**src/design/bmcs_pkg.sv**
```systemverilog
// shared types and constants for the best match config selector
`default_nettype none

package bmcs_pkg;

  localparam int CHAN_W  = 6;   // candidate channel field width
  localparam int WANT_W  = 7;   // desired channel register width, signed
  localparam int IDX_W   = 8;   // reported list position width
  localparam int MISS_W  = 3;   // missing buffer count width
  localparam int COLOR_W = 12;  // color score width
  localparam int EXTRA_W = 13;  // extra score width
  localparam int CFG_IDX_W = 3;

  localparam logic [COLOR_W-1:0] COLOR_MAX = {COLOR_W{1'b1}};
  localparam logic [EXTRA_W-1:0] EXTRA_MAX = {EXTRA_W{1'b1}};

  // don't-care code of a desired channel register
  localparam logic signed [WANT_W-1:0] DONT_CARE = -7'sd1;

  // configuration register indexes
  localparam logic [CFG_IDX_W-1:0] REG_WANT_DOUBLE_BUFFER = 3'd0;
  localparam logic [CFG_IDX_W-1:0] REG_WANT_RED           = 3'd1;
  localparam logic [CFG_IDX_W-1:0] REG_WANT_GREEN         = 3'd2;
  localparam logic [CFG_IDX_W-1:0] REG_WANT_BLUE          = 3'd3;
  localparam logic [CFG_IDX_W-1:0] REG_WANT_ALPHA         = 3'd4;
  localparam logic [CFG_IDX_W-1:0] REG_WANT_DEPTH         = 3'd5;
  localparam logic [CFG_IDX_W-1:0] REG_WANT_STENCIL       = 3'd6;
  localparam logic [CFG_IDX_W-1:0] REG_WANT_SAMPLES       = 3'd7;

  // one candidate word as held in the input register
  typedef struct packed {
    logic              has_double_buffer;
    logic [CHAN_W-1:0] has_red;
    logic [CHAN_W-1:0] has_green;
    logic [CHAN_W-1:0] has_blue;
    logic [CHAN_W-1:0] has_alpha;
    logic [CHAN_W-1:0] has_depth;
    logic [CHAN_W-1:0] has_stencil;
    logic [CHAN_W-1:0] has_samples;
    logic              last_candidate;
  } cand_t;

endpackage

`default_nettype wire

```
**src/design/bmcs_cand_if.sv**
```systemverilog
// candidate word channel
`default_nettype none

interface bmcs_cand_if
  import bmcs_pkg::*;
();
  logic              valid;
  logic              ready;
  logic              has_double_buffer;
  logic [CHAN_W-1:0] has_red;
  logic [CHAN_W-1:0] has_green;
  logic [CHAN_W-1:0] has_blue;
  logic [CHAN_W-1:0] has_alpha;
  logic [CHAN_W-1:0] has_depth;
  logic [CHAN_W-1:0] has_stencil;
  logic [CHAN_W-1:0] has_samples;
  logic              last_candidate;

  modport source (
    output valid, has_double_buffer, has_red, has_green, has_blue,
           has_alpha, has_depth, has_stencil, has_samples, last_candidate,
    input  ready
  );

  modport sink (
    input  valid, has_double_buffer, has_red, has_green, has_blue,
           has_alpha, has_depth, has_stencil, has_samples, last_candidate,
    output ready
  );
endinterface

`default_nettype wire

```
**src/design/bmcs_result_if.sv**
```systemverilog
// result word channel
`default_nettype none

interface bmcs_result_if
  import bmcs_pkg::*;
();
  logic               valid;
  logic               ready;
  logic               found;
  logic [IDX_W-1:0]   best_index;
  logic [MISS_W-1:0]  best_missing;
  logic [COLOR_W-1:0] best_color_score;
  logic [EXTRA_W-1:0] best_extra_score;

  modport source (
    output valid, found, best_index, best_missing, best_color_score,
           best_extra_score,
    input  ready
  );

  modport sink (
    input  valid, found, best_index, best_missing, best_color_score,
           best_extra_score,
    output ready
  );
endinterface

`default_nettype wire

```
**src/design/bmcs_cfg_if.sv**
```systemverilog
// configuration write channel
`default_nettype none

interface bmcs_cfg_if
  import bmcs_pkg::*;
();
  logic                 valid;
  logic                 ready;
  logic [CFG_IDX_W-1:0] index;
  logic [WANT_W-1:0]    data;

  modport source (output valid, index, data, input ready);
  modport sink   (input valid, index, data, output ready);
endinterface

`default_nettype wire

```
**src/design/best_match_config_selector.sv**
```systemverilog
// best match config selector: scores a candidate list against a desired config
`default_nettype none

// Picks the candidate buffer configuration closest to the desired one held in
// the want_* registers (-1 = don't care). Candidates arrive one word per cycle
// and the block sustains one candidate per clock, except that a list's last
// candidate waits while an earlier result is still untaken. Each accepted word
// is held in the input register, scored there by one stage of small squares
// and a compare against the running best, and the final candidate's result
// word is then registered in the output register. The output register lets
// the next list start while a result still waits to be taken. Candidates whose
// double-buffer flag differs are skipped; the rest are ranked by missing
// required buffers, then color score, then extra score, ties keeping the
// earlier one. Candidates at positions MAX_CANDIDATES and beyond are ignored.
// Configuration writes are taken at any time but must only be made while the
// block holds no unfinished list.
module best_match_config_selector
  import bmcs_pkg::*;
#(
  parameter int MAX_CANDIDATES = 256
) (
  input  wire logic      clk,
  input  wire logic      rst,
  bmcs_cand_if.sink      cand,
  bmcs_result_if.source  result,
  bmcs_cfg_if.sink       cfg
);

  // counter holds MAX_CANDIDATES itself so it can stop there
  localparam int CNT_W = $clog2(MAX_CANDIDATES + 1);
  localparam int POS_W = (MAX_CANDIDATES > 1) ? $clog2(MAX_CANDIDATES) : 1;
  localparam logic [CNT_W-1:0] CNT_LIMIT = CNT_W'(MAX_CANDIDATES);

  // squared difference of one channel, zero when don't care
  function automatic logic [13:0] sq_term(input logic signed [WANT_W-1:0] want,
                                          input logic [CHAN_W-1:0] has);
    logic signed [7:0]  d;
    logic signed [15:0] p;
    d = {want[WANT_W-1], want} - $signed({2'b00, has});
    p = d * d;
    if (want == DONT_CARE) begin
      return 14'd0;
    end
    return p[13:0];
  endfunction

  // required buffer that the candidate lacks
  function automatic logic lacks(input logic signed [WANT_W-1:0] want,
                                 input logic [CHAN_W-1:0] has);
    return (want > 7'sd0) && (has == '0);
  endfunction

  // configuration registers
  logic                     want_double_buffer;
  logic signed [WANT_W-1:0] want_red;
  logic signed [WANT_W-1:0] want_green;
  logic signed [WANT_W-1:0] want_blue;
  logic signed [WANT_W-1:0] want_alpha;
  logic signed [WANT_W-1:0] want_depth;
  logic signed [WANT_W-1:0] want_stencil;
  logic signed [WANT_W-1:0] want_samples;

  // input register
  logic  s1_valid;
  cand_t s1;

  // search state
  logic [CNT_W-1:0]   item_position;
  logic               have_best;
  logic [POS_W-1:0]   best_position;
  logic [MISS_W-1:0]  fewest_missing_count;
  logic [COLOR_W-1:0] least_color_score;
  logic [EXTRA_W-1:0] least_extra_score;

  // output register
  logic               out_valid;
  logic               out_found;
  logic [IDX_W-1:0]   out_index;
  logic [MISS_W-1:0]  out_missing;
  logic [COLOR_W-1:0] out_color;
  logic [EXTRA_W-1:0] out_extra;

  // scoring stage
  logic               out_free;
  logic               s1_go;
  logic               in_range;
  logic               eligible;
  logic [MISS_W-1:0]  missing;
  logic [15:0]        color_sum;
  logic [16:0]        extra_sum;
  logic [COLOR_W-1:0] color;
  logic [EXTRA_W-1:0] extra;
  logic               better;
  logic               take;

  logic               have_best_next;
  logic [POS_W-1:0]   best_position_next;
  logic [MISS_W-1:0]  fewest_missing_count_next;
  logic [COLOR_W-1:0] least_color_score_next;
  logic [EXTRA_W-1:0] least_extra_score_next;
  logic [POS_W+IDX_W-1:0] pos_wide;

  // handshakes
  assign out_free   = !out_valid || result.ready;
  assign s1_go      = s1_valid && (!s1.last_candidate || out_free);
  assign cand.ready = !s1_valid || s1_go;
  assign cfg.ready  = 1'b1;

  // configuration writes
  always_ff @(posedge clk) begin
    if (rst) begin
      want_double_buffer <= 1'b1;
      want_red           <= DONT_CARE;
      want_green         <= DONT_CARE;
      want_blue          <= DONT_CARE;
      want_alpha         <= DONT_CARE;
      want_depth         <= DONT_CARE;
      want_stencil       <= DONT_CARE;
      want_samples       <= DONT_CARE;
    end else if (cfg.valid) begin
      case (cfg.index)
        REG_WANT_DOUBLE_BUFFER: want_double_buffer <= cfg.data[0];
        REG_WANT_RED:           want_red           <= cfg.data;
        REG_WANT_GREEN:         want_green         <= cfg.data;
        REG_WANT_BLUE:          want_blue          <= cfg.data;
        REG_WANT_ALPHA:         want_alpha         <= cfg.data;
        REG_WANT_DEPTH:         want_depth         <= cfg.data;
        REG_WANT_STENCIL:       want_stencil       <= cfg.data;
        REG_WANT_SAMPLES:       want_samples       <= cfg.data;
        default: ;
      endcase
    end
  end

  // input register
  always_ff @(posedge clk) begin
    if (rst) begin
      s1_valid <= 1'b0;
    end else if (cand.ready) begin
      s1_valid <= cand.valid;
    end
  end

  always_ff @(posedge clk) begin
    if (cand.valid && cand.ready) begin
      s1.has_double_buffer <= cand.has_double_buffer;
      s1.has_red           <= cand.has_red;
      s1.has_green         <= cand.has_green;
      s1.has_blue          <= cand.has_blue;
      s1.has_alpha         <= cand.has_alpha;
      s1.has_depth         <= cand.has_depth;
      s1.has_stencil       <= cand.has_stencil;
      s1.has_samples       <= cand.has_samples;
      s1.last_candidate    <= cand.last_candidate;
    end
  end

  // score the held candidate
  always_comb begin
    in_range = item_position < CNT_LIMIT;
    eligible = in_range && (s1.has_double_buffer == want_double_buffer);

    missing = MISS_W'(lacks(want_alpha, s1.has_alpha))
            + MISS_W'(lacks(want_depth, s1.has_depth))
            + MISS_W'(lacks(want_stencil, s1.has_stencil))
            + MISS_W'(lacks(want_samples, s1.has_samples));

    color_sum = 16'(sq_term(want_red, s1.has_red))
              + 16'(sq_term(want_green, s1.has_green))
              + 16'(sq_term(want_blue, s1.has_blue));
    extra_sum = 17'(sq_term(want_alpha, s1.has_alpha))
              + 17'(sq_term(want_depth, s1.has_depth))
              + 17'(sq_term(want_stencil, s1.has_stencil))
              + 17'(sq_term(want_samples, s1.has_samples));

    // saturate out-of-range scores
    color = (color_sum > 16'(COLOR_MAX)) ? COLOR_MAX : color_sum[COLOR_W-1:0];
    extra = (extra_sum > 17'(EXTRA_MAX)) ? EXTRA_MAX : extra_sum[EXTRA_W-1:0];

    // strict improvement only, earlier candidate wins ties
    better = !have_best
          || (missing < fewest_missing_count)
          || ((missing == fewest_missing_count)
              && ((color < least_color_score)
                  || ((color == least_color_score) && (extra < least_extra_score))));
    take = eligible && better;

    have_best_next            = have_best || take;
    best_position_next        = take ? item_position[POS_W-1:0] : best_position;
    fewest_missing_count_next = take ? missing : fewest_missing_count;
    least_color_score_next    = take ? color : least_color_score;
    least_extra_score_next    = take ? extra : least_extra_score;

    pos_wide = {{IDX_W{1'b0}}, best_position_next};
  end

  // search state; cleared once the last candidate is reported
  always_ff @(posedge clk) begin
    if (rst) begin
      item_position <= '0;
      have_best     <= 1'b0;
    end else if (s1_go) begin
      if (s1.last_candidate) begin
        item_position <= '0;
        have_best     <= 1'b0;
      end else begin
        if (in_range) begin
          item_position <= item_position + 1'b1;
        end
        have_best <= have_best_next;
      end
    end
  end

  always_ff @(posedge clk) begin
    if (s1_go) begin
      best_position        <= best_position_next;
      fewest_missing_count <= fewest_missing_count_next;
      least_color_score    <= least_color_score_next;
      least_extra_score    <= least_extra_score_next;
    end
  end

  // output register
  always_ff @(posedge clk) begin
    if (rst) begin
      out_valid <= 1'b0;
    end else if (s1_go && s1.last_candidate) begin
      out_valid <= 1'b1;
    end else if (result.ready) begin
      out_valid <= 1'b0;
    end
  end

  // all fields read zero when nothing matched
  always_ff @(posedge clk) begin
    if (s1_go && s1.last_candidate) begin
      out_found   <= have_best_next;
      out_index   <= have_best_next ? pos_wide[IDX_W-1:0] : '0;
      out_missing <= have_best_next ? fewest_missing_count_next : '0;
      out_color   <= have_best_next ? least_color_score_next : '0;
      out_extra   <= have_best_next ? least_extra_score_next : '0;
    end
  end

  assign result.valid            = out_valid;
  assign result.found            = out_found;
  assign result.best_index       = out_index;
  assign result.best_missing     = out_missing;
  assign result.best_color_score = out_color;
  assign result.best_extra_score = out_extra;

endmodule

`default_nettype wire

```
**src/flat_wrapper.sv**
```systemverilog
// flat-port wrapper written by rule: the top's interface ports become plain ports
module best_match_config_selector_flat import bmcs_pkg::*;
#(
  parameter int MAX_CANDIDATES = 256
)
  (clk, rst, cand_valid, cand_has_double_buffer, cand_has_red, cand_has_green, cand_has_blue, cand_has_alpha, cand_has_depth, cand_has_stencil, cand_has_samples, cand_last_candidate, cand_ready, result_valid, result_found, result_best_index, result_best_missing, result_best_color_score, result_best_extra_score, result_ready, cfg_valid, cfg_index, cfg_data, cfg_ready);
  bmcs_cand_if cand_i ();
  bmcs_result_if result_i ();
  bmcs_cfg_if cfg_i ();
  input  wire logic clk;
  input  wire logic rst;
  input wire logic [$bits(cand_i.valid)-1:0] cand_valid;
  input wire logic [$bits(cand_i.has_double_buffer)-1:0] cand_has_double_buffer;
  input wire logic [$bits(cand_i.has_red)-1:0] cand_has_red;
  input wire logic [$bits(cand_i.has_green)-1:0] cand_has_green;
  input wire logic [$bits(cand_i.has_blue)-1:0] cand_has_blue;
  input wire logic [$bits(cand_i.has_alpha)-1:0] cand_has_alpha;
  input wire logic [$bits(cand_i.has_depth)-1:0] cand_has_depth;
  input wire logic [$bits(cand_i.has_stencil)-1:0] cand_has_stencil;
  input wire logic [$bits(cand_i.has_samples)-1:0] cand_has_samples;
  input wire logic [$bits(cand_i.last_candidate)-1:0] cand_last_candidate;
  output wire logic [$bits(cand_i.ready)-1:0] cand_ready;
  output wire logic [$bits(result_i.valid)-1:0] result_valid;
  output wire logic [$bits(result_i.found)-1:0] result_found;
  output wire logic [$bits(result_i.best_index)-1:0] result_best_index;
  output wire logic [$bits(result_i.best_missing)-1:0] result_best_missing;
  output wire logic [$bits(result_i.best_color_score)-1:0] result_best_color_score;
  output wire logic [$bits(result_i.best_extra_score)-1:0] result_best_extra_score;
  input wire logic [$bits(result_i.ready)-1:0] result_ready;
  input wire logic [$bits(cfg_i.valid)-1:0] cfg_valid;
  input wire logic [$bits(cfg_i.index)-1:0] cfg_index;
  input wire logic [$bits(cfg_i.data)-1:0] cfg_data;
  output wire logic [$bits(cfg_i.ready)-1:0] cfg_ready;
  assign cand_i.valid = cand_valid;
  assign cand_i.has_double_buffer = cand_has_double_buffer;
  assign cand_i.has_red = cand_has_red;
  assign cand_i.has_green = cand_has_green;
  assign cand_i.has_blue = cand_has_blue;
  assign cand_i.has_alpha = cand_has_alpha;
  assign cand_i.has_depth = cand_has_depth;
  assign cand_i.has_stencil = cand_has_stencil;
  assign cand_i.has_samples = cand_has_samples;
  assign cand_i.last_candidate = cand_last_candidate;
  assign cand_ready = cand_i.ready;
  assign result_valid = result_i.valid;
  assign result_found = result_i.found;
  assign result_best_index = result_i.best_index;
  assign result_best_missing = result_i.best_missing;
  assign result_best_color_score = result_i.best_color_score;
  assign result_best_extra_score = result_i.best_extra_score;
  assign result_i.ready = result_ready;
  assign cfg_i.valid = cfg_valid;
  assign cfg_i.index = cfg_index;
  assign cfg_i.data = cfg_data;
  assign cfg_ready = cfg_i.ready;
  best_match_config_selector #(.MAX_CANDIDATES(MAX_CANDIDATES)) u_core (.clk(clk), .rst(rst), .cand(cand_i), .result(result_i), .cfg(cfg_i));
endmodule
```
**config.mk**
```make
export PLATFORM = sky130hd
export DESIGN_NAME = best_match_config_selector_flat
export DESIGN_NICKNAME = d
export VERILOG_FILES = /design/src/design/bmcs_pkg.sv /design/src/design/bmcs_cand_if.sv /design/src/design/bmcs_result_if.sv /design/src/design/bmcs_cfg_if.sv /design/src/design/best_match_config_selector.sv /design/src/flat_wrapper.sv
export SDC_FILE = /design/constraint.sdc
export NUM_CORES = 1
export LEC_CHECK = 0
export ABC_CLOCK_PERIOD_IN_PS = 13200
export BUFFER_PORTS_ARGS = -buffer_cell sky130_fd_sc_hd__clkbuf_2
export CAP_MARGIN = 30
export CELL_PAD_IN_SITES_DETAIL_PLACEMENT = 1
export CELL_PAD_IN_SITES_GLOBAL_PLACEMENT = 1
export CORE_MARGIN = 5
export CORE_UTILIZATION = 29
export CTS_CLUSTER_DIAMETER = 120
export DETAILED_ROUTE_END_ITERATION = 8
export PLACE_DENSITY_LB_ADDON = 0.1
export SLEW_MARGIN = 20
export SYNTH_ARGS = -nofsm -noshare
export SYNTH_HDL_FRONTEND = slang
export SYNTH_SLANG_ARGS = --single-unit
```
**constraint.sdc**
```tcl
create_clock -name clk -period 13.2 [get_ports clk]
set_input_delay 0.66 -clock clk [delete_from_list [all_inputs] [get_ports clk]]
set_output_delay 0.66 -clock clk [all_outputs]
set_load 0.01 [all_outputs]
```
==> metrics.md <==
| Metric | Value |
|---|---|
| Startpoint Class | `register` |
| Most common cell in the netlist | `inv_1` |
| 1st-pass router iterations | `4` |
| Synth top area cells | `fa_1, edfxtp_1, ha_1` |
| Clk pin slew, worst setup/hold paths | `0.08 ns` |
| Top cell type by total area after synthesis | `fa_1` |
| Critical Path AT | `12.47 ns` |
| R2R depth | `43` |
| Detailed-route DRC error count | `0` |
| First-pass GRT wire length | `between 100,000 and 150,000 µm` |
| Clock Latency Late Sink | `0.49 ns` |
| Crit-path leading delay family | `adder cells` |
| # rows | `106` |
| Maximum fanout along the worst path | `between 40 and 50` |
| Vias | `18,000` |
| Port bufs | `between 90 and 100` |
| Worst min path class | `in -> reg` |
| Synthesized area | `24,400 µm²` |
| RSZ-0062 raised after global routing | `false` |
| Hold Buf Count CTS | `0` |
| I/O pin cnt | `99` |
| Final hold vios | `0` |
| Setup TNS | `0 ns` |
| Final period util | `0.926` |
| Synth async-reset ratio | `0` |
| Die width | `roughly 300 µm` |
| CTS Buf Count | `17` |
| DIE AREA | `between 90,000 and 100,000 µm²` |
| Largest net degree at the start of global routing | `55` |
| Yosys Warn Count | `0` |
| CTS H-Tree Depth | `4` |
| Highest clock rate | `81.8 MHz` |
| All-Layer GR Usage | `0.152` |
| Via count of the first global-routing pass | `20,300` |
| Max Clock Skew | `0.0138 ns` |
| Mapped Nets | `about 3,300` |
| Synth cell types | `69` |
| Antenna violations before repair | `4` |
| Synthesized area per cell | `9.22 µm²` |
| Relative slew margins | `0.396` |
| Setup crit end kind | `register` |
| TritonCTS clock tree | `done` |
| Post-synth top cells | `inv_1, fa_1, ha_1` |
| Nets | `3,386` |
| Die H | `300 µm` |
| Post-cts resize count | `0` |
| Hold depth | `1` |
| Post-DP HPWL | `56,000 µm` |
| Critical Path Most Common Cell | `ha_1` |
| Antenna Violating Nets Remaining | `0` |
| Setup-failing EPs final | `0` |
| Total Wirelength | `roughly 66,000 µm` |
| Top cell type's share of synthesized area | `0.244` |
| Clock buffer depth | `2` |
| CP Data Required Time | `13.45 ns` |
| Layout Area Growth over Synthesis | `10.3%` |
| Number of max-cap violations | `0` |
| CTS root buffer | `clkbuf_16` |
| Post-synth EDFFs | `117` |
| Pins Over Slew Limit | `0` |
| Critical-path top delay cell | `a2111oi_0` |
| Sequential share of the synthesized area | `0.195` |
| GP Congestion | `0.791` |
| Initial Utilization | `0.292` |
| Slew @ Worst Pin | `0.902 ns` |
| Synth Instances | `about 2,600` |
| Core area | `83,600 µm²` |
| Seq cells post-synth | `179` |
| Most used DFF post-synth | `edfxtp_1` |
| Via density | `4.68` |
| Crit path largest cell delay | `0.72 ns` |
| Fraction of layout cells with a size suffix above 1 | `0.0845` |
| Starting DRT DRC Count | `614` |
| Final core utilization | `0.322` |
| Total congestion overflow | `0` |
| Drt wl/cell | `17.1 µm` |
| Outcome | `finished clean` |
| Buffers & Inverters on Critical Path | `6` |
| Critical path depth | `43` |
| WS Path Type | `reg -> reg` |
| Sink Count | `179` |
| Minimum clock period | `between 10 and 15 ns` |
final cells by class:
cell class                 instances  area (µm²)
timing repair buffer             142         827
tap                             1080        1350
clock inverter                    11         105
inverter                         514        1930
antenna                            2        5.00
multi-input combinational       1902       17500
sequential                       179        4750
clock buffer                      21         440
fill                            9797       56600
through the flow:
stage          instance area (µm²)  hold WS [ns]  worst slack, ns  cells
2_1_floorplan                24400         0.453             2.96   2648
3_3_place_gp                 26300         0.480            0.619   3807
3_5_place_dp                 26300         0.488            0.489   3809
4_1_cts                      26900         0.298            0.458   3841
5_1_grt                      26900         0.310            0.113   3849
6_report                     26900         0.347            0.979   3851
cell usage in the layout (no fill, tap or decap), types with 71 or more instances in the layout:
cell type / netlist / layout
a21oi_1: 122 / 122
and2_1: 71 / 71
clkbuf_2: 0 / 97
edfxtp_1: 117 / 117
fa_1: 298 / 298
ha_1: 273 / 273
inv_1: 513 / 513
nand2_1: 162 / 162
nor2_1: 229 / 229
nor2b_1: 77 / 77
xnor2_1: 114 / 114
state kept, by name (all words and copies together), names as in the netlist, 8 cells and up:
register	cells
u_core.result.best_extra_score	13
u_core.best_position	8
u_core.item_position	9
u_core.result.best_color_score	12
u_core.s1	44
u_core.result.best_index	8
u_core.least_extra_score	13
u_core.least_color_score	12
path summary, 6_finish.rpt:
path,endpoint,start,slack [ns]
worst max-delay path,u_core.result.best_missing[2],u_core.want_alpha[0],0.98
worst min-delay path,u_core.s1[43],cand_has_double_buffer,0.35
worst max register to register,u_core.result.best_missing[2],u_core.want_alpha[0],0.98
worst min register to register,u_core.have_best,u_core.have_best,0.50
cell families (layout without fill, tap and decap cells):
group,count (synthesis),count (layout),synth area share
DFF,179,179,0.195
adders and majority gates,571,571,0.384
muxes,29,29,0.0132
buffers and inverters,567,688,0.0888
xor gates and xnor gates,168,168,0.0602
and+or+nand+nor,741,741,0.148
other,1,3,0.000154
AOI/OAI and AO/OA,392,392,0.111
metal layers:
metal  global-route usage  vias up  share of wire  routed length (µm)
met3               0.0192       35          0.019                1270
met2                0.257      139           0.47               31300
met5                    0        -              0                   0
met1                0.212     9023           0.50               32800
li1                     -     8807              -                   -
met4               0.0272        0         0.0097                 642
what timing repair did:
item	4_1_cts	5_1_grt
setup endpoints to repair	0	33
setup buffers	0	4
hold endpoints to repair	0	0
Power is left out: the tool's default activity adds up to more than one toggle a clock period on the data nets, which glitch-free logic cannot reach.
